$ cat src/design/lsdmc_pkg.sv
// Shared types, codes and defaults for the limit switch door motor controller.
`default_nettype none

package lsdmc_pkg;

    // Default sizes of the tick timer and of the stored PWM duty
    localparam int TIMER_WIDTH_DEF = 16;
    localparam int PWM_WIDTH_DEF   = 8;

    // Configuration register indexes
    localparam int CFG_IDX_W = 3;
    typedef enum logic [CFG_IDX_W-1:0] {
        CFG_NO_SWITCH_TIMEOUT = 3'd0,
        CFG_RELEASE_TIMEOUT   = 3'd1,
        CFG_MAX_OSCILLATIONS  = 3'd2,
        CFG_OPENING_SPEED     = 3'd3,
        CFG_CLOSING_SPEED     = 3'd4,
        CFG_SAVED_MOTOR_DIR   = 3'd5
    } t_cfg_idx;

    localparam int CFG_DATA_W = 16;

    // Configuration reset values
    localparam logic [15:0] RST_NO_SWITCH_TIMEOUT = 16'd5000;
    localparam logic [15:0] RST_RELEASE_TIMEOUT   = 16'd1000;
    localparam logic [7:0]  RST_MAX_OSCILLATIONS  = 8'd3;
    localparam logic [7:0]  RST_OPENING_SPEED     = 8'd200;
    localparam logic [7:0]  RST_CLOSING_SPEED     = 8'd150;
    localparam logic        RST_SAVED_MOTOR_DIR   = 1'b1;

    // Retry counter saturation point
    localparam logic [7:0] RETRY_MAX = 8'd255;

    // Opcodes
    typedef enum logic {
        OP_TICK  = 1'b0,
        OP_START = 1'b1
    } t_opcode;

    // Startup modes
    localparam logic [1:0] MODE_AUTO_OPEN = 2'd0;

    // Door states
    typedef enum logic [2:0] {
        DM_CLOSED  = 3'd0,
        DM_OPENING = 3'd1,
        DM_OPEN    = 3'd2,
        DM_CLOSING = 3'd3,
        DM_NOREC   = 3'd4
    } t_door_mode;

    // Status codes
    typedef enum logic [3:0] {
        ST_NONE          = 4'd0,
        ST_CLOSED        = 4'd1,
        ST_OPENED        = 4'd2,
        ST_OPEN_TIMEOUT  = 4'd3,
        ST_CLOSE_TIMEOUT = 4'd4,
        ST_NO_RELEASE    = 4'd5,
        ST_MISSED_CLOSE  = 4'd6,
        ST_BUMPER        = 4'd7,
        ST_UNRECOVERABLE = 4'd8
    } t_status;

    // Input word
    typedef struct packed {
        logic       opcode;
        logic       switch_upper;
        logic       switch_lower;
        logic       switch_bumper;
        logic       cmd_open;
        logic       cmd_close;
        logic [1:0] startup_mode;
    } t_door_in;

    // Result word
    typedef struct packed {
        logic [2:0] door_state;
        logic [3:0] status_code;
        logic       pin_one_level;
        logic       pin_two_level;
        logic [7:0] pwm_duty;
        logic       motor_direction;
    } t_door_out;

    // Configuration write word
    typedef struct packed {
        logic [CFG_IDX_W-1:0]  index;
        logic [CFG_DATA_W-1:0] data;
    } t_cfg_wr;

endpackage

`default_nettype wire

$ cat src/design/lsdmc_if.sv
// Valid/ready channel interfaces for input, result and configuration words.
`default_nettype none

interface lsdmc_in_if;
    import lsdmc_pkg::*;
    logic     valid;
    logic     ready;
    t_door_in word;
    modport source (output valid, output word, input ready);
    modport sink   (input valid, input word, output ready);
endinterface

interface lsdmc_out_if;
    import lsdmc_pkg::*;
    logic      valid;
    logic      ready;
    t_door_out word;
    modport source (output valid, output word, input ready);
    modport sink   (input valid, input word, output ready);
endinterface

interface lsdmc_cfg_if;
    import lsdmc_pkg::*;
    logic    valid;
    logic    ready;
    t_cfg_wr word;
    modport source (output valid, output word, input ready);
    modport sink   (input valid, input word, output ready);
endinterface

`default_nettype wire

$ cat src/design/limit_switch_door_motor_controller.sv
// Top level: door state machine with tick timer, retry counter and motor outputs.
//
//   channel  | dir | word        | accepted when
//   ---------+-----+-------------+------------------------------
//   i_cmd    | in  | t_door_in   | i_cmd.valid && i_cmd.ready
//   o_res    | out | t_door_out  | o_res.valid && o_res.ready
//   i_cfg    | in  | t_cfg_wr    | i_cfg.valid && i_cfg.ready
//
// One word per cycle sustained while results are taken. An accepted input word
// goes to the input register, then the state update writes its result register.
// The state loop (door mode, timer, retry count) is computed combinationally from the registered state.
// Reset is synchronous, active low; no clearing pass is needed.
// A stalled result holds the input register; a new word is still taken while
// the result register drains in the same cycle. Config writes are always ready.
`default_nettype none

module limit_switch_door_motor_controller #(
    parameter int TIMER_WIDTH = lsdmc_pkg::TIMER_WIDTH_DEF,
    parameter int PWM_WIDTH   = lsdmc_pkg::PWM_WIDTH_DEF
) (
    input  wire         i_clk,
    input  wire         i_rst_n,
    lsdmc_in_if.sink    i_cmd,
    lsdmc_out_if.source o_res,
    lsdmc_cfg_if.sink   i_cfg
);
    import lsdmc_pkg::*;

    // configuration registers
    logic [15:0] r_no_switch_to;
    logic [15:0] r_release_to;
    logic [7:0]  r_max_osc;
    logic [7:0]  r_open_speed;
    logic [7:0]  r_close_speed;
    logic        r_saved_dir;

    // pipeline registers
    logic      r_in_valid;
    t_door_in  r_in;
    logic      r_out_valid;
    t_door_out r_out;

    // controller state
    t_door_mode             r_mode, n_mode;
    logic                   r_entry, n_entry;
    logic                   r_released, n_released;
    logic [7:0]             r_retry, n_retry;
    logic                   r_dir, n_dir;
    logic [TIMER_WIDTH-1:0] r_timer, n_timer;
    logic                   r_tmr_run, n_tmr_run;
    logic                   r_tmo_pend, n_tmo_pend;
    logic [1:0]             r_pins, n_pins;
    logic [PWM_WIDTH-1:0]   r_pwm, n_pwm;
    t_status                status;
    t_door_out              n_out;

    logic advance;

    // timer periods sized to the timer width
    logic [TIMER_WIDTH+15:0] no_switch_ext, release_ext;
    logic [TIMER_WIDTH-1:0]  no_switch_per, release_per;

    assign no_switch_ext = {{TIMER_WIDTH{1'b0}}, r_no_switch_to};
    assign release_ext   = {{TIMER_WIDTH{1'b0}}, r_release_to};
    assign no_switch_per = no_switch_ext[TIMER_WIDTH-1:0];
    assign release_per   = release_ext[TIMER_WIDTH-1:0];

    // handshakes
    assign advance     = r_in_valid && (!r_out_valid || o_res.ready);
    assign i_cmd.ready = !r_in_valid || advance;
    assign i_cfg.ready = 1'b1;
    assign o_res.valid = r_out_valid;
    assign o_res.word  = r_out;

    // configuration write decode
    always_ff @(posedge i_clk) begin
        if (!i_rst_n) begin
            r_no_switch_to <= RST_NO_SWITCH_TIMEOUT;
            r_release_to   <= RST_RELEASE_TIMEOUT;
            r_max_osc      <= RST_MAX_OSCILLATIONS;
            r_open_speed   <= RST_OPENING_SPEED;
            r_close_speed  <= RST_CLOSING_SPEED;
            r_saved_dir    <= RST_SAVED_MOTOR_DIR;
        end else if (i_cfg.valid) begin
            unique case (t_cfg_idx'(i_cfg.word.index))
                CFG_NO_SWITCH_TIMEOUT: r_no_switch_to <= i_cfg.word.data;
                CFG_RELEASE_TIMEOUT:   r_release_to   <= i_cfg.word.data;
                CFG_MAX_OSCILLATIONS:  r_max_osc      <= i_cfg.word.data[7:0];
                CFG_OPENING_SPEED:     r_open_speed   <= i_cfg.word.data[7:0];
                CFG_CLOSING_SPEED:     r_close_speed  <= i_cfg.word.data[7:0];
                CFG_SAVED_MOTOR_DIR:   r_saved_dir    <= i_cfg.word.data[0];
                default: ;
            endcase
        end
    end

    // next state for one word
    always_comb begin
        logic moved;
        moved      = 1'b0;
        status     = ST_NONE;
        n_mode     = r_mode;
        n_entry    = r_entry;
        n_released = r_released;
        n_retry    = r_retry;
        n_dir      = r_dir;
        n_timer    = r_timer;
        n_tmr_run  = r_tmr_run;
        n_tmo_pend = r_tmo_pend;
        n_pins     = r_pins;
        n_pwm      = r_pwm;

        if (t_opcode'(r_in.opcode) == OP_START) begin
            // start: reload direction, pick state from switches and mode
            n_dir   = r_saved_dir;
            n_entry = 1'b1;
            if (r_in.switch_upper) begin
                n_mode = DM_OPEN;
            end else if (r_in.switch_lower) begin
                n_mode = DM_CLOSED;
            end else begin
                n_mode  = (r_in.startup_mode == MODE_AUTO_OPEN) ? DM_OPENING : DM_CLOSING;
                n_retry = '0;
            end
        end else begin
            // one-shot timer countdown
            if (r_tmr_run) begin
                if (r_timer <= TIMER_WIDTH'(1)) begin
                    n_timer    = '0;
                    n_tmr_run  = 1'b0;
                    n_tmo_pend = 1'b1;
                end else begin
                    n_timer = r_timer - TIMER_WIDTH'(1);
                end
            end

            unique case (r_mode)
                DM_CLOSED: begin
                    if (r_entry) begin
                        n_retry = '0;
                        n_pwm   = '0;
                        status  = ST_CLOSED;
                        n_entry = 1'b0;
                    end
                    if (r_in.cmd_open) begin
                        n_mode = DM_OPENING; n_entry = 1'b1; moved = 1'b1;
                    end
                end
                DM_OPENING: begin
                    if (r_entry) begin
                        n_pins    = {!r_dir, r_dir};
                        n_pwm     = PWM_WIDTH'(r_open_speed);
                        n_timer   = no_switch_per;
                        n_tmr_run = 1'b1;
                        n_entry   = 1'b0;
                    end
                    if (r_in.switch_upper) begin
                        n_mode = DM_OPEN; n_entry = 1'b1; moved = 1'b1;
                    end else if (r_in.cmd_close) begin
                        n_mode = DM_CLOSING; n_entry = 1'b1; moved = 1'b1;
                    end else if (n_tmo_pend) begin
                        n_tmo_pend = 1'b0;
                        status     = ST_OPEN_TIMEOUT;
                        if (n_retry != RETRY_MAX) n_retry = n_retry + 8'd1;
                        n_mode  = (n_retry > r_max_osc) ? DM_NOREC : DM_CLOSING;
                        n_entry = 1'b1;
                        moved   = 1'b1;
                    end
                    if (moved) n_tmr_run = 1'b0;
                end
                DM_OPEN: begin
                    if (r_entry) begin
                        n_retry = '0;
                        n_pins  = 2'b00;
                        n_pwm   = PWM_WIDTH'(r_open_speed);
                        status  = ST_OPENED;
                        n_entry = 1'b0;
                    end
                    if (r_in.cmd_close) begin
                        n_mode = DM_CLOSING; n_entry = 1'b1; moved = 1'b1;
                    end
                end
                DM_CLOSING: begin
                    if (r_entry) begin
                        n_pins     = {r_dir, !r_dir};
                        n_pwm      = PWM_WIDTH'(r_close_speed);
                        n_timer    = release_per;
                        n_tmr_run  = 1'b1;
                        n_released = 1'b0;
                        n_entry    = 1'b0;
                    end
                    if (r_in.switch_lower) begin
                        n_mode = DM_CLOSED; n_entry = 1'b1; moved = 1'b1;
                    end else if (!n_released && !r_in.switch_upper) begin
                        // upper switch let go: now wait for the lower one
                        n_released = 1'b1;
                        n_timer    = no_switch_per;
                        n_tmr_run  = 1'b1;
                    end else if (n_tmo_pend) begin
                        n_tmo_pend = 1'b0;
                        if (n_released) begin
                            status = ST_CLOSE_TIMEOUT;
                        end else begin
                            status = ST_NO_RELEASE;
                            n_dir  = !r_dir;
                        end
                        if (n_retry != RETRY_MAX) n_retry = n_retry + 8'd1;
                        if (n_retry > r_max_osc) n_mode = DM_NOREC;
                        else n_mode = n_released ? DM_OPENING : DM_CLOSING;
                        n_entry = 1'b1;
                        moved   = 1'b1;
                    end else if (n_released && r_in.switch_upper) begin
                        // door went up instead of down: swap direction
                        status = ST_MISSED_CLOSE;
                        n_dir  = !r_dir;
                        if (n_retry != RETRY_MAX) n_retry = n_retry + 8'd1;
                        n_mode  = (n_retry > r_max_osc) ? DM_NOREC : DM_CLOSING;
                        n_entry = 1'b1;
                        moved   = 1'b1;
                    end else if (r_in.cmd_open) begin
                        n_mode = DM_OPENING; n_entry = 1'b1; moved = 1'b1;
                    end else if (r_in.switch_bumper) begin
                        status = ST_BUMPER;
                        n_mode = DM_OPENING; n_entry = 1'b1; moved = 1'b1;
                    end
                    if (moved) n_tmr_run = 1'b0;
                end
                DM_NOREC: begin
                    if (r_entry) begin
                        n_pwm  = '0;
                        status = ST_UNRECOVERABLE;
                    end
                end
                default: ;
            endcase
        end
    end

    // result word
    always_comb begin
        n_out.door_state      = n_mode;
        n_out.status_code     = status;
        n_out.pin_one_level   = n_pins[0];
        n_out.pin_two_level   = n_pins[1];
        n_out.pwm_duty        = n_pwm[7:0];
        n_out.motor_direction = n_dir;
    end

    // input register
    always_ff @(posedge i_clk) begin
        if (!i_rst_n) begin
            r_in_valid <= 1'b0;
        end else if (i_cmd.ready) begin
            r_in_valid <= i_cmd.valid;
        end
        if (i_cmd.ready && i_cmd.valid) r_in <= i_cmd.word;
    end

    // result register
    always_ff @(posedge i_clk) begin
        if (!i_rst_n) begin
            r_out_valid <= 1'b0;
        end else if (advance) begin
            r_out_valid <= 1'b1;
        end else if (o_res.ready) begin
            r_out_valid <= 1'b0;
        end
        if (advance) r_out <= n_out;
    end

    // controller state update
    always_ff @(posedge i_clk) begin
        if (!i_rst_n) begin
            r_mode     <= DM_CLOSED;
            r_entry    <= 1'b0;
            r_released <= 1'b0;
            r_retry    <= '0;
            r_dir      <= RST_SAVED_MOTOR_DIR;
            r_timer    <= '0;
            r_tmr_run  <= 1'b0;
            r_tmo_pend <= 1'b0;
            r_pins     <= 2'b00;
            r_pwm      <= '0;
        end else if (advance) begin
            r_mode     <= n_mode;
            r_entry    <= n_entry;
            r_released <= n_released;
            r_retry    <= n_retry;
            r_dir      <= n_dir;
            r_timer    <= n_timer;
            r_tmr_run  <= n_tmr_run;
            r_tmo_pend <= n_tmo_pend;
            r_pins     <= n_pins;
            r_pwm      <= n_pwm;
        end
    end

    // checks
    a_adv_fills_out: assert property (@(posedge i_clk) disable iff (!i_rst_n)
        advance |=> r_out_valid)
        else $error("result register not loaded after a word was processed");

    a_unrec_state: assert property (@(posedge i_clk) disable iff (!i_rst_n)
        (r_out_valid && r_out.status_code == ST_UNRECOVERABLE)
            |-> r_out.door_state == DM_NOREC)
        else $error("unrecoverable status outside the unrecoverable state");

    a_opened_pins: assert property (@(posedge i_clk) disable iff (!i_rst_n)
        (r_out_valid && r_out.status_code == ST_OPENED)
            |-> (!r_out.pin_one_level && !r_out.pin_two_level))
        else $error("motor pins driven while reporting opened");

endmodule

`default_nettype wire
$ cat src/flat_wrapper.sv
// flat-port wrapper written by rule: the top's interface ports become plain ports
module limit_switch_door_motor_controller_flat import lsdmc_pkg::*;
#(
    parameter int TIMER_WIDTH = lsdmc_pkg::TIMER_WIDTH_DEF,
    parameter int PWM_WIDTH   = lsdmc_pkg::PWM_WIDTH_DEF
)
  (i_clk, i_rst_n, i_cmd_valid, i_cmd_word, i_cmd_ready, o_res_valid, o_res_word, o_res_ready, i_cfg_valid, i_cfg_word, i_cfg_ready);
  lsdmc_in_if i_cmd_i ();
  lsdmc_out_if o_res_i ();
  lsdmc_cfg_if i_cfg_i ();
  input  wire i_clk;
  input  wire i_rst_n;
  input wire logic [$bits(i_cmd_i.valid)-1:0] i_cmd_valid;
  input wire logic [$bits(i_cmd_i.word)-1:0] i_cmd_word;
  output wire logic [$bits(i_cmd_i.ready)-1:0] i_cmd_ready;
  output wire logic [$bits(o_res_i.valid)-1:0] o_res_valid;
  output wire logic [$bits(o_res_i.word)-1:0] o_res_word;
  input wire logic [$bits(o_res_i.ready)-1:0] o_res_ready;
  input wire logic [$bits(i_cfg_i.valid)-1:0] i_cfg_valid;
  input wire logic [$bits(i_cfg_i.word)-1:0] i_cfg_word;
  output wire logic [$bits(i_cfg_i.ready)-1:0] i_cfg_ready;
  assign i_cmd_i.valid = i_cmd_valid;
  assign i_cmd_i.word = i_cmd_word;
  assign i_cmd_ready = i_cmd_i.ready;
  assign o_res_valid = o_res_i.valid;
  assign o_res_word = o_res_i.word;
  assign o_res_i.ready = o_res_ready;
  assign i_cfg_i.valid = i_cfg_valid;
  assign i_cfg_i.word = i_cfg_word;
  assign i_cfg_ready = i_cfg_i.ready;
  limit_switch_door_motor_controller #(.TIMER_WIDTH(TIMER_WIDTH), .PWM_WIDTH(PWM_WIDTH)) u_core (.i_clk(i_clk), .i_rst_n(i_rst_n), .i_cmd(i_cmd_i), .o_res(o_res_i), .i_cfg(i_cfg_i));
endmodule
$ cat config.mk
export PLATFORM = sky130hd
export DESIGN_NAME = limit_switch_door_motor_controller_flat
export DESIGN_NICKNAME = d
export VERILOG_FILES = /design/src/design/lsdmc_pkg.sv /design/src/design/lsdmc_if.sv /design/src/design/limit_switch_door_motor_controller.sv /design/src/flat_wrapper.sv
export SDC_FILE = /design/constraint.sdc
export NUM_CORES = 1
export LEC_CHECK = 0
export BUFFER_PORTS_ARGS = -buffer_cell sky130_fd_sc_hd__buf_4
export CORE_ASPECT_RATIO = 0.9
export CORE_UTILIZATION = 45
export CTS_CLUSTER_SIZE = 30
export DETAILED_ROUTE_END_ITERATION = 16
export PLACE_DENSITY = 0.61
export SETUP_SLACK_MARGIN = 0.5
export SYNTH_ARGS = -nofsm -noshare
export SYNTH_HDL_FRONTEND = slang
export SYNTH_SLANG_ARGS = --single-unit
$ cat constraint.sdc
create_clock -name i_clk -period 7 [get_ports i_clk]
set_clock_uncertainty 0.15 [all_clocks]
set_input_delay 1.75 -clock i_clk [delete_from_list [all_inputs] [get_ports i_clk]]
set_output_delay 1.75 -clock i_clk [all_outputs]
set_load 0.05 [all_outputs]
==> flow_summary.toml, run 1 <==
[timing]
totalNegativeSetupSlack_ps = 0
grt_setup_unrepaired = "false"
final-setup-viol-count = 0
tightestPinTransition_ps = 1170
period_share_pct = 60.6
post-route-min-period_ps = 4240
maxSlewViolCount = 0
hold_violations = 0
fmax_mhz = 236
slew_headroom_pct = 21.7

[worst_hold_path]
hold_depth = 2
whs_endpoint = "u_core.r_release_to[4]"
hold_start = "u_core.r_release_to[4]"
hold_path.class = "reg2reg"

[synth]
syn_avg_cell_area_um2 = 7.85
synth_seq_cells = 127
synth-seq-area-share_pct = 42.4
yosys_warnings = 0
yosysTopAreaCell = "dfxtp_1"
synth_ff_type = "dfxtp_1"
async_reset_ff_share_pct = 0
synth_cell_type_count = 63
synth_top_area_share_pct = 30.6
synth_nets = 886
synth_edf_count = 26
synthCells = 843
synthTopCellsByArea = "dfxtp_1, edfxtp_1, nand2_1"
syn_area_um2 = 6620

[finish]
nNetsFinal = 909
finalCoreUtilization_pct = 54.2
syn_to_final_growth_pct = 16.4
fin_area_um2 = 7700
antennaDiodeCount = 0
drive_gt1_share_pct = 12.1

[clock_tree]
ctsResizeCount = 0
h-tree-depth = 4
clock-sinks = 127
clockRootBuffer = "clkbuf_16"
cts_tree = "yes"
cts_hold_buf = 0
cts_buffer_depth = 2
clock_latency_ps = 430
post_cts_buffers = 0
numCtsBuffers = 17
clk_pin_slew_ps = 60

[global_route]
grt_first_pass_wirelength_um = 30800
overflow = 0
grt_pass1_vias = 5890
grtUsageTotal_pct = 26.8
grt_max_degree = 44
antenna_found_initial = 0

[floorplan]
dieArea_um2 = 15200
die_y_um = 117
die_w_um = 130
core_um2 = 14200
rows = 41
ios = 53
start_util_pct = 46.6

[routing]
ant_nets = 0
drtIter0Drc = 715
via_per_inst = 6.00
dr.pass1.iters = 6
num_vias = 6430
wl_per_cell_um = 18.1
drc = 0
routed_wl_um = 19400

[critical_path]
crit_path_end_kind = "output port"
required_ps = 5100
crit_cells = 4
critPathArrivalTime_ps = 2340
r2r_end = "u_core.o_res.word[15]"
cp_max_fo = 4
slowest_delay_ps = 200
r2r_cells = 13
path_buf_inv = 2
path_common_cell = "buf_4"
crit_chain = "buf_4, nor2b_1, nand2_1, buf_4"
r2r_slack_ps = 3140
crit_family = "buffers and inverters"
r2r-start = "u_core.r_retry[0]"
start_kind = "primary input"
crit_type = "in2out"
critPathSlowestCell = "nor2b_1"

[place]
dp_hpwl_um = 13200
port_buffers = 51
placed_cell_area_um2 = 7080
place.gp.congestion = 0.889

[power]
p_per_area_nw_per_um2 = 250
vdd_drop_max_uv = 186
leakagePower_nw = 2.83

[run_status]
status = "complete, no violations"

[run]
max-cap-violations = 0
report_power, final:
group / total (mW) / internal [mW] / switching [mW]
clock network: 0.935 / 0.546 / 0.390
registers: 0.792 / 0.769 / 0.0230
logic: 0.196 / 0.0655 / 0.130
total: 1.92 / 1.38 / 0.543
cell usage in the layout, fill, tap and decap left out, drive strengths merged, types with 12 or more instances in the layout:
| cell type | netlist | final |
|---|---|---|
| a21oi | 84 | 84 |
| a31oi | 12 | 12 |
| buf | 9 | 60 |
| clkbuf | 47 | 17 |
| dfxtp | 101 | 101 |
| edfxtp | 26 | 26 |
| inv | 21 | 31 |
| nand2 | 183 | 183 |
| nand2b | 16 | 16 |
| nand3 | 42 | 42 |
| nor2 | 43 | 43 |
| nor3 | 25 | 25 |
| o21ai | 50 | 50 |
final cells by class:
class                   count  area [um2]
well taps                 193         241
clock buffers              17         425
fillers                  1320        6510
inverters                  21        78.8
flip-flops and latches    127        2800
repair buffers             60         450
clock inverters            15         193
multi-input cells         639        3510
cells by family after synthesis:
kind of cell / share of synthesized area [%]
and+or+nand+nor: 25.4
AOI/OAI and AO/OA: 22.7
DFF: 42.4
buffers and inverters: 4.59
adders and majority gates: 2.23
xor gates and xnor gates: 1.46
muxes: 1.23
other: 0.0567
tightest hold or removal path, cell delays in order, from the launching register on:
cell	delay (ps)
dfxtp_1	300
nand2_1	50
a21oi_1	50
cell usage after synthesis (all sizes together), types with 12 or more instances:
library cell / instances
a21oi: 84
a31oi: 12
clkbuf: 47
dfxtp: 101
edfxtp: 26
inv: 21
nand2: 183
nand2b: 16
nand3: 42
nor2: 43
nor3: 25
o21ai: 50
per-layer routing:
| metal | vias to the layer above | GRT usage (%) | share of wire [%] |
|---|---|---|---|
| met5 | - | 0 | 0 |
| met4 | 0 | 8.45 | 1.7 |
| met3 | 37 | 6.73 | 9.0 |
| met2 | 297 | 40.5 | 44 |
| met1 | 3038 | 37.4 | 45 |
| li1 | 3058 | - | - |
registers in the layout, summed over array words and instances (netlist names), 3 cells and up:
register / cells
u_core.o_res.word: 18
u_core.no_switch_per: 16
u_core.r_release_to: 16
u_core.r_timer: 16
u_core.r_close_speed: 8
u_core.r_in: 8
u_core.r_max_osc: 8
u_core.r_open_speed: 8
u_core.r_pwm: 8
u_core.r_retry: 8
u_core.r_mode: 3
per-stage QoR:
step | total power, mW | setup slack [ps] | std cells | hold slack [ps]
floorplan | 0.932 | 2850 | 843 | 281
global placement | 0.995 | 2570 | 1040 | 292
detailed placement | 0.999 | 2480 | 1040 | 294
CTS | 1.93 | 2760 | 1072 | 302
global route | 1.99 | 2670 | 1072 | 326
finish | 1.92 | 2760 | 1072 | 300
worst max path at each step:
| stage | from | endpoint | slack [ps] |
|---|---|---|---|
| detailed placement | o_res_ready | u_core.r_timer[10] | 2480 |
| finish | o_res_ready | i_cmd_ready | 2760 |
| global route | o_res_ready | i_cmd_ready | 2670 |
| floorplan | o_res_ready | i_cmd_ready | 2850 |
| CTS | o_res_ready | i_cmd_ready | 2760 |
| global placement | o_res_ready | u_core.r_timer[10] | 2570 |
Power figures use the tool's default switching activity.
==> run 2: changes to the inputs <==
--- a/config.mk
+++ b/config.mk
@@ -5,12 +5,13 @@
 export SDC_FILE = /design/constraint.sdc
 export NUM_CORES = 1
 export LEC_CHECK = 0
+export ABC_AREA = 1
 export BUFFER_PORTS_ARGS = -buffer_cell sky130_fd_sc_hd__buf_4
 export CORE_ASPECT_RATIO = 0.9
 export CORE_UTILIZATION = 45
 export CTS_CLUSTER_SIZE = 30
 export DETAILED_ROUTE_END_ITERATION = 16
-export PLACE_DENSITY = 0.61
+export PLACE_DENSITY = 0.63
 export SETUP_SLACK_MARGIN = 0.5
 export SYNTH_ARGS = -nofsm -noshare
 export SYNTH_HDL_FRONTEND = slang
==> constraint.sdc (replaced) <==
create_clock -name i_clk -period 3.65 [get_ports i_clk]
set_clock_uncertainty 0.15 [all_clocks]
set_input_delay 0.9125 -clock i_clk [delete_from_list [all_inputs] [get_ports i_clk]]
set_output_delay 0.9125 -clock i_clk [all_outputs]
set_load 0.05 [all_outputs]
==> run 2 against run 1 <==
Compared with the run above:
- wire length shrank 5.7%
- setup slack got worse by 2100 ps
- combinational power rose to 2.6 times the previous value
- clock-buffer cell count up 1
- sequential power grew 96%
- flip-flop and latch count unchanged
- die area rose by 2.0%
- area after synthesis rose by 2.0%
- largest cell class unchanged
- largest power group is now sequential cells
==> flow_summary.toml, run 2 <==
[run_status]
status = "complete, no violations"

[critical_path]
start_kind = "flop"
critPathArrivalTime_ps = 2980
crit_type = "reg2reg"
cp_max_fo = 4
crit_path_end_kind = "flop"
required_ps = 3670

[timing]
finalWorstSetupSlack_ps = 689
period_share_pct = 81.1
slew_headroom_pct = 43.6
totalNegativeSetupSlack_ps = 0
fmax_mhz = 338
post-route-min-period_ps = 2960
grt_setup_unrepaired = "false"
maxSlewViolCount = 0
hold_violations = 0
tightestPinTransition_ps = 846
final-setup-viol-count = 0

[power]
pwr-share-comb_pct = 14.6
seqPwrFrac_pct = 43.5
vdd_drop_max_uv = 374
p_sw_mw = 1.03
clkPwrFrac_pct = 41.9
p_per_area_nw_per_um2 = 453
cell_internal_pwr_mw = 2.53
leakagePower_nw = 3.43
total_power_mw = 3.56
switching_share_pct = 29.0

[synth]
syn_area_um2 = 6750
syn_avg_cell_area_um2 = 7.21
synth_top_area_share_pct = 29.9
synth_common_cells = "nand2_1, nor2_1, inv_1, dfxtp_1, o21ai_0"
synth_ff_type = "dfxtp_1"
yosys_warnings = 0
synthAdderAreaFrac_pct = 2.04
synth_edf_count = 26
yosysTopAreaCell = "dfxtp_1"
synthMuxAreaShare_pct = 0
synth_cell_type_count = 50
synth_xor_xnor_area_share_pct = 1.04
async_reset_ff_share_pct = 0
synthTopCellsByArea = "dfxtp_1, edfxtp_1, nand2_1"
synth_top_family_by_area = "simple AND/OR/NAND/NOR gates"
synth-compound-area-share_pct = 20.5
synth_seq_cells = 127
yosys.area_share.simple_pct = 25.7
synth_nets = 980
yosysMostFrequentCell = "nand2_1"
synthCells = 937
synth-seq-area-share_pct = 41.5

[floorplan]
rows = 42
die_y_um = 118
core_um2 = 14700
die_w_um = 131
start_util_pct = 46.0
ios = 53
dieArea_um2 = 15500

[place]
placed_cell_area_um2 = 7300
port_buffers = 51
place_ws_ps = 522
place_inst = 1158
place.gp.congestion = 0.924
dp_hpwl_um = 12700

[routing]
highest_layer = "met4"
routed_wl_um = 18300
wl_met3_um = 1150
wl_per_cell_um = 15.3
dr.pass1.iters = 6
num_vias = 6365
drtIter0Drc = 635
route.layer.met1.wl_um = 8990
drc = 0
ant_nets = 0
via_per_inst = 5.34
routed-wl-met2_um = 7920

[finish]
most-common-layout-cells = "nand2_1, nor2_1, inv_1, dfxtp_1, o21ai_0"
syn_to_final_growth_pct = 16.6
final_cells = 1193
largest_reg_flops = 18
fin_area_um2 = 7870
nNetsFinal = 1025
final_common_cell = "nand2_1"
antennaDiodeCount = 0
drive_gt1_share_pct = 14.4
seq_area_um2 = 2810
multiInputGateArea_um2 = 3360
fillers = 1439

[global_route]
grt_first_pass_wirelength_um = 30100
grtUsageTotal_pct = 24.6
overflow = 0
grt_max_degree = 61
grt_pass1_vias = 5755
antenna_found_initial = 0

[clock_tree]
clock_latency_ps = 420
clockRootBuffer = "clkbuf_16"
h-tree-depth = 4
cts_tree = "yes"
clock-sinks = 127
numCtsBuffers = 17
cts_buffer_depth = 2
clk_pin_slew_ps = 60

[run]
max-cap-violations = 0

[worst_hold_path]
hold_path.class = "reg2reg"
==> run 2: final timing paths <==
kind | end | start | slack (ps) | cells after the start
setup / recovery | u_core.o_res.word[15] | u_core.r_retry[4] | 690 | 17
hold / removal | u_core.r_open_speed[6] | u_core.r_open_speed[6] | 310 | 2
setup reg to reg | u_core.o_res.word[15] | u_core.r_retry[4] | 690 | 17
hold reg to reg | u_core.r_open_speed[6] | u_core.r_open_speed[6] | 310 | 2
==> run 2: layer usage <==
metal / track usage [%] / vias to the layer above
met5: 0 / -
met4: 6.32 / 0
met3: 5.75 / 17
met2: 37.1 / 213
met1: 35.2 / 2898
li1: - / 3237
==> run 2: cell families after synthesis <==
group | count (synthesis)
buf+inv | 156
xor+xnor | 8
flops | 127
fa+ha+maj | 11
other cells | 1
compound gates | 246
simple gates | 388
==> run 2: critical path, cell delays in order, from the launching register on <==
cell and delay, ps:
dfxtp_1 400, nand2_1 140, nor4_4 260, buf_4 160, xor2_1 50, or2_2 300, ha_1 280, nand2_1 70
nor2_2 130, nand2_1 60, nand2_1 70, nand2_2 80, nand2_2 90, nand2_1 50, o21ai_0 150, nand4_1 120
nand2_1 110, inv_1 40
==> run 2: final cells by class <==
class	instances	area share, %
clock buffers	18	5.45
well taps	198	3.15
inverters	115	5.55
flip-flops and latches	127	35.7
repair buffers	67	6.39
multi-input cells	654	42.6
clock inverters	14	1.18
==> run 2: stage by stage <==
stage                     hold WS [ps]  utilization (%)
after floorplan                    274                -
after global placement             291             49.8
after detailed placement           295             49.8
after CTS                          310             53.4
after global routing               336             53.7
final                              309             53.7
==> run 2: what timing repair did <==
action / 4_1_cts / 5_1_grt
buffers inserted: 0 / 3
gates resized for setup: 0 / 9
hold buffers: 0 / 0
setup endpoints to repair: 0 / 6
==> run 2: power groups by stage <==
stage                     Sequential [mW]  Combinational [mW]  Clock [mW]
after global routing                 1.56               0.578        1.59
after CTS                            1.55               0.514        1.52
final                                1.55               0.519        1.49
after global placement               1.58               0.510           0
after detailed placement             1.58               0.512           0
after floorplan                      1.60               0.327           0
==> run 3: changes to the inputs <==
==> constraint.sdc (replaced) <==
create_clock -name i_clk -period 2.7 [get_ports i_clk]
set_clock_uncertainty 0.15 [all_clocks]
set_input_delay 0.675 -clock i_clk [delete_from_list [all_inputs] [get_ports i_clk]]
set_output_delay 0.675 -clock i_clk [all_outputs]
set_load 0.05 [all_outputs]
==> run 3 against run 2 <==
Compared with the run above:
- the flow now finishes with violations (setup timing)
- largest cell class unchanged
- combinational power increased by 49%
- critical path depth rose by 2
- via count up 1.9%
- fmax is 6.4% higher
==> flow_summary.toml, run 3 (synthesis results as in run 2) <==
[run_status]
violations = "setup timing"
status = "finished, violations left"

[finish]
drive_gt1_share_pct = 21.1
final_common_cell = "nand2_1"
antennaDiodeCount = 0
fin_area_um2 = 8370
syn_to_final_growth_pct = 24.0
final_cells = 1220
most-common-layout-cells = "nand2_1, nor2_1, inv_1, dfxtp_1, buf_4"
largest_reg_flops = 18
nNetsFinal = 1052

[routing]
drc = 0
highest_layer = "met4"
drtIter0Drc = 669
routed_wl_um = 19000
dr.pass1.iters = 6
route.layer.met1.wl_um = 9510
routed-wl-met2_um = 8250
ant_nets = 0
wl_per_cell_um = 15.6
wl_met3_um = 1080
num_vias = 6486
via_per_inst = 5.32

[global_route]
grtUsageTotal_pct = 25.3
overflow = 0
grt_max_degree = 81
antenna_found_initial = 0
grt_first_pass_wirelength_um = 30800
grt_pass1_vias = 5942

[critical_path]
start_kind = "flop"
required_ps = 2730
cp_max_fo = 5
r2r_cells = 19
r2r-start = "u_core.r_retry[0]"
path_buf_inv = 1
critPathArrivalTime_ps = 2810
critPathSlowestCell = "dfxtp_2"
crit_type = "reg2reg"
slowest_delay_ps = 350
path_common_cell = "nand2_1"
r2r_slack_ps = -80
crit_family = "simple AND/OR/NAND/NOR gates"
crit_path_end_kind = "flop"
crit_chain = "ha_4, inv_2, nor4_4, nand3_2, nand4_1, xor2_2, ha_1, a21oi_1, nor2_1, nor2_1, nand2_1, nand2_2, nand2_2, nand2_2, o21ai_1, nand2_1, nand2_1, nand3_2, nand2_1"
r2r_end = "u_core.o_res.word[17]"

[floorplan]
start_util_pct = 46.0
die_y_um = 118
dieArea_um2 = 15500
rows = 42
die_w_um = 131
core_um2 = 14700
ios = 53

[clock_tree]
cts_hold_buf = 0
clockRootBuffer = "clkbuf_16"
clock_latency_ps = 420
cts_buffer_depth = 2
h-tree-depth = 4
numCtsBuffers = 17
clock-sinks = 127
cts_tree = "yes"
clk_pin_slew_ps = 60

[place]
place.gp.congestion = 0.952
place_inst = 1176
port_buffers = 51
placed_cell_area_um2 = 7480
dp_hpwl_um = 13100
place_ws_ps = -179

[timing]
period_share_pct = 103
hold_violations = 0
grt_setup_unrepaired = "true"
slew_headroom_pct = 41.0
fmax_mhz = 359
maxSlewViolCount = 0
tightestPinTransition_ps = 884
finalWorstSetupSlack_ps = -82.9
final-setup-viol-count = 5
post-route-min-period_ps = 2780

[run]
max-cap-violations = 0

[power]
p_sw_mw = 1.47
seqPwrFrac_pct = 40.8
clkPwrFrac_pct = 44.1
pwr-share-comb_pct = 15.1
cell_internal_pwr_mw = 3.66
leakagePower_nw = 3.63
p_per_area_nw_per_um2 = 613
switching_share_pct = 28.7
vdd_drop_max_uv = 563

[worst_hold_path]
hold_path.class = "in2reg"
whs_endpoint = "u_core.r_in[7]"
hold_depth = 1
hold_start = "i_cmd_word[7]"
run 3: layout make-up:
cell class	count	area, um2
Clock inverter	15	160
Inverter	115	444
Tap cell	198	248
Multi-Input combinational cell	654	3530
Clock buffer	17	425
Timing Repair Buffer	94	738
Fill cell	1372	6290
Sequential cell	127	2820
run 3: worst max-delay path by stage:
stage	slack [ps]	to	start	depth (start not counted)
global placement	-100	u_core.o_res.word[17]	u_core.r_retry[5]	18
CTS	-20	u_core.o_res.word[17]	u_core.r_retry[0]	19
global route	-330	u_core.o_res.word[15]	u_core.r_retry[0]	20
finish	-80	u_core.o_res.word[17]	u_core.r_retry[0]	19
floorplan	100	u_core.o_res.word[17]	u_core.r_retry[2]	18
detailed placement	-180	u_core.o_res.word[17]	u_core.r_retry[5]	18
run 3: routing by layer:
metal	global-route usage (%)	vias up
li1	-	3295
met1	37.4	2973
met2	36.8	206
met3	6.13	12
met4	5.37	0
met5	0	-
run 3: worst reg2reg max path, stage by stage, from the launching register on:
cell and delay [ps]:
dfxtp_2 350, ha_4 140, inv_2 40, nor4_4 160, nand3_2 180, nand4_1 160
xor2_2 190, ha_1 270, a21oi_1 130, nor2_1 50, nor2_1 80, nand2_1 70
nand2_2 120, nand2_2 70, nand2_2 80, o21ai_1 60, nand2_1 60, nand2_1 60
nand3_2 70, nand2_1 50
run 3: per-stage QoR:
stage               total power [mW]  hold slack [ps]  utilization [%]  TNS, ps
finish                          5.13              278             57.1     -271
global route                    5.34              259             57.1    -1650
CTS                             5.12              268             56.0    -49.8
detailed placement              2.84              295             51.0     -787
global placement                2.84              286             51.0     -352
floorplan                       2.61              274                -        0
run 3: repair_timing:
action	in CTS	in global routing
endpoints found under the setup margin	20	31
setup buffers	3	9
gates cloned	0	0
pin swaps	15	16
gates resized for setup	37	30
run 3: power by group through the flow:
stage / Clock [mW] / Combinational (mW) / Sequential [mW]
after floorplan: 0 / 0.443 / 2.17
after global placement: 0 / 0.715 / 2.13
after detailed placement: 0 / 0.716 / 2.13
after CTS: 2.30 / 0.736 / 2.09
after global routing: 2.39 / 0.855 / 2.10
final: 2.27 / 0.774 / 2.09
